### src/bdrm_pkg.sv
`timescale 1ns / 1ps
package bdrm_pkg;

  localparam int unsigned WordW = 64;

  typedef enum logic [2:0] {
    ActLoadRef  = 3'd0,
    ActLoadCand = 3'd1,
    ActRun      = 3'd2,
    ActRead     = 3'd3,
    ActClear    = 3'd4
  } action_e;

  typedef enum logic [1:0] {
    StOk    = 2'd0,
    StFull  = 2'd1,
    StRange = 2'd2
  } status_e;

  localparam logic [0:0] CfgThreshold = 1'b0;
  localparam logic [0:0] CfgRatio     = 1'b1;

  localparam logic [8:0] DistUnset   = 9'h1FF;
  localparam logic [8:0] NoMatchDist = 9'd256;

  typedef struct packed {
    logic [2:0]  action;
    logic [63:0] desc_word0;
    logic [63:0] desc_word1;
    logic [63:0] desc_word2;
    logic [63:0] desc_word3;
    logic [8:0]  ref_index;
  } req_t;

  typedef struct packed {
    logic signed [9:0] matched_candidate;
    logic [8:0]        match_distance;
    logic [9:0]        match_total;
    logic [1:0]        status;
  } rsp_t;

  function automatic logic [6:0] popcount64(input logic [63:0] v);
    logic [6:0] s;
    s = '0;
    for (int i = 0; i < 64; i++) s = s + 7'(v[i]);
    return s;
  endfunction

endpackage

### src/bdrm_dist.sv
`timescale 1ns / 1ps
// Accumulates the Hamming distance one 64-bit word per cycle.
module bdrm_dist
  import bdrm_pkg::*;
(
  input  logic             clk_i,
  input  logic             rst_ni,
  input  logic             start_i,
  input  logic             add_i,
  input  logic [WordW-1:0] a_i,
  input  logic [WordW-1:0] b_i,
  output logic [11:0]      dist_o
);

  logic [6:0]  pc_q;
  logic        pc_vld_q;
  logic [11:0] acc_q;

  always_ff @(posedge clk_i or negedge rst_ni) begin
    if (!rst_ni) begin
      pc_vld_q <= 1'b0;
      acc_q    <= '0;
    end else begin
      pc_vld_q <= add_i;
      if (start_i) begin
        acc_q <= '0;
      end else if (pc_vld_q) begin
        acc_q <= acc_q + 12'(pc_q);
      end
    end
  end

  always_ff @(posedge clk_i) begin
    pc_q <= popcount64(a_i ^ b_i);
  end

  assign dist_o = acc_q;

endmodule

### config.mk
export PLATFORM = sky130hd
export DESIGN_NAME = bdrm_dist
export DESIGN_NICKNAME = d
export VERILOG_FILES = /design/src/bdrm_pkg.sv /design/src/bdrm_dist.sv
export SDC_FILE = /design/constraint.sdc
export NUM_CORES = 1
export LEC_CHECK = 0
export BUFFER_PORTS_ARGS = -buffer_cell sky130_fd_sc_hd__buf_2
export CORE_AREA = 2 2 84 86
export CTS_CLUSTER_DIAMETER = 40
export DETAILED_ROUTE_END_ITERATION = 12
export DIE_AREA = 0 0 86 88
export GPL_ROUTABILITY_DRIVEN = 0
export GPL_TIMING_DRIVEN = 0
export PLACE_DENSITY = 0.86
export SLEW_MARGIN = 20
export SYNTH_ARGS = -nofsm -noshare
export SYNTH_HDL_FRONTEND = slang
export SYNTH_SLANG_ARGS = --single-unit
### constraint.sdc
create_clock -name clk_i -period 2.93 [get_ports clk_i]
set_input_delay 0.293 -clock clk_i [delete_from_list [all_inputs] [get_ports clk_i]]
set_output_delay 0.293 -clock clk_i [all_outputs]
set_load 0.02 [all_outputs]
==> results.md <==
* Worst-margin pin slew at 453 ps
* Data required time at the worst endpoint at 3130 ps
* Startpoint Class: input pin
* Setup violators final at 7
* Ys async rst share at 0.650
* Syn nets at 492
* Root Driver: clkbuf_8
* Routed Antenna Nets at 0
* FF-to-FF path depth at 6
* Core footprint at 6640 µm²
* # IOs at 144
* Share of cells above drive strength 1 at 0.399
* Layout Area Growth over Synthesis at 33.3%
* Worst r2r dst: dist_o[6]$_DFFE_PN0P_
* # rows at 30
* Reg-to-Reg Start: dist_o[0]$_DFFE_PN0P_
* Failing checks: setup timing
* Wirelength per Cell at 12.5 µm
* Max Buffers Root-to-Sink at 2
* Crit end category: flop
* Ys flop type: dfrtp_1
* Worst hold path type: input pin to flop
* Hpwl dp at 5.77 mm
* Final nets at 644
* Worst Hold End: pc_vld_q$_DFF_PN0_
* Distinct cell type count after synthesis at 31
* Gr ovfl total at 0
* Post-synth EDFFs at 0
* Diode count at 0
* Clock Sinks at 20
* Tmin final at 5540 ps
* Max Transition Viols Final at 0
* R2r setup slk at 690 ps
* # H-tree levels at 1
* Max-Cap Viols at 0
* Yosys Warn Count at 0
* Detailed Route WL at 6.42 mm
* Worst setup margin at -2610 ps
* Vias per Instance at 4.85
* Reg clk slew, reported paths at 70 ps
* Num CTS Buffers at 3
* Gr usage total at 0.167
* Die outline height at 88 µm
* Filler cells at 528
* Die width at 86 µm
* CTS tree: done
* Top-area cell type share of the netlist area at 0.354
* Crit Path Class: input pin to flop
* Outcome: complete, but fails checks
* Remaining routing DRC violations at 0
* Synth top area cells: fa_1 (35%), xnor2_1 (13%), dfrtp_1 (10%)
* DRT iter0 DRCs at 45
* Clock latency on the worst-skew pair at 270 ps
* CP Max Fanout at 2
* Part of the cycle the worst path needs at 1.89
* Top-count cell post-synth: fa_1
* Global-route wire length before repair at 10.1 mm
* Seq/Total Area, Yosys at 0.150
* Yosys top cell by area: fa_1
* # port buffers at 143
* Starting Density at 0.468
* Initial antenna violation count at 0
* Worst hold stages at 1
* Final Skew at 1.73 ps
* Top post-synthesis cells by count: fa_1 (55), inv_1 (48), xnor2_1 (46)
* Post-Syn Area at 3110 µm²
* DIE AREA at 7570 µm²
* RSZ-0062 raised after global routing: yes
* Final Hold Viols at 0
* Peak Freq at 181 MHz
* First-pass DRT Iterations at 4
* Util after Layout at 0.624
* CP arrival at 5740 ps
* Rel. slew slack at 0.698
* Number of global-route vias before repair at 2,531
* Largest net degree at the start of global routing at 14
* Post-synthesis average cell area at 11.0 µm²
* Post-synthesis cell count at 283
* Flops & latches, synth at 20
* Hold_sp: add_i
* Vias at 2,491
[metrics by stage]
| step | hold slack [ps] | setup WS [ps] | cell area, µm² | instances | TNS, ps |
|---|---|---|---|---|---|
| final | 128 | -2610 | 4150 | 514 | -16830 |
| after global routing | 124 | -2800 | 4150 | 514 | -18110 |
| after CTS | 128 | -2630 | 4120 | 513 | -16840 |
| after detailed placement | 193 | -2960 | 3960 | 506 | -19240 |
| after global placement | 192 | -2930 | 3960 | 506 | -18970 |
| after floorplan | -2.59 | -2660 | 3140 | 283 | -17270 |
[state kept, by name, indices dropped and copies added, names as in the netlist]
register	cells
dist_o	12
pc_q	7
pc_vld_q	1
[layer usage]
metal | track usage | wire (µm) | up-vias
met2 | 0.338 | 3690 | 93
met1 | 0.180 | 2280 | 1180
li1 | - | - | 1209
met5 | 0 | 0 | -
met3 | 0.0226 | 355 | 9
met4 | 0.0404 | 86 | 0
[worst max path at each step]
stage / end / slack [ps] / depth (start not counted) / start
floorplan: pc_q[4]$_DFF_P_ / -2660 / 18 / b_i[39]
global placement: pc_q[5]$_DFF_P_ / -2930 / 20 / b_i[39]
detailed placement: pc_q[5]$_DFF_P_ / -2960 / 19 / b_i[0]
CTS: pc_q[4]$_DFF_P_ / -2630 / 20 / a_i[39]
global route: pc_q[4]$_DFF_P_ / -2800 / 20 / a_i[39]
finish: pc_q[4]$_DFF_P_ / -2610 / 20 / a_i[39]
[area by class of cell]
class                      count  area, µm²  area share
buffer                         2       7.51     0.00181
clock buffer                   4       66.3      0.0160
inverter                      48        180      0.0434
multi-input combinational    213       2550       0.616
sequential                    20        465       0.112
tap                           80        100      0.0241
timing repair buffer         147        774       0.187
[cell usage in the layout, fill, tap and decap left out, types with 4 or more instances in the layout]
master	netlist	layout
a211o_1	5	5
dfrtp_1	13	13
buf_2	0	140
nor4b_1	4	4
xnor2_1	46	42
nor2_1	5	5
inv_2	0	6
dfxtp_1	7	7
and4b_1	4	4
inv_1	48	42
ha_1	22	20
fa_1	55	52
nand2_1	4	4
xor2_1	23	22
a21oi_1	14	12
a21o_1	4	4
[critical path, cell delays in order]
cell	delay, ps
buf_8	100
xnor2_4	130
fa_1	550
inv_2	40
fa_2	560
inv_2	40
fa_1	490
inv_2	40
fa_1	490
inv_2	40
fa_1	550
fa_1	430
fa_1	470
fa_1	510
inv_2	40
ha_4	160
fa_2	350
a21o_1	170
a21oi_2	150
xnor2_1	130
[repair_timing]
action | CTS | global route
cloned | 0 | 0
resized for setup | 15 | 5
endpoints found under the hold margin | 13 | 0
pin swaps | 15 | 7
hold buffers | 1 | 0
buffers inserted | 2 | 1
endpoints found under the setup margin | 7 | 7
[logic make-up (layout without fill, tap and decap cells)]
kind of cell / after synthesis / after routing / share of synthesized area
buffers and inverters: 50 / 201 / 0.0603
XOR/XNOR: 69 / 69 / 0.194
adder cells (fa/ha/maj): 77 / 77 / 0.442
flip-flops: 20 / 20 / 0.150
AO/OA/AOI/OAI: 40 / 40 / 0.0945
AND/OR/NAND/NOR: 25 / 25 / 0.0527
multiplexers: 2 / 2 / 0.00643
Power is left out: the tool's default activity adds up to more than one toggle a clock period on the data nets, which glitch-free logic cannot reach.
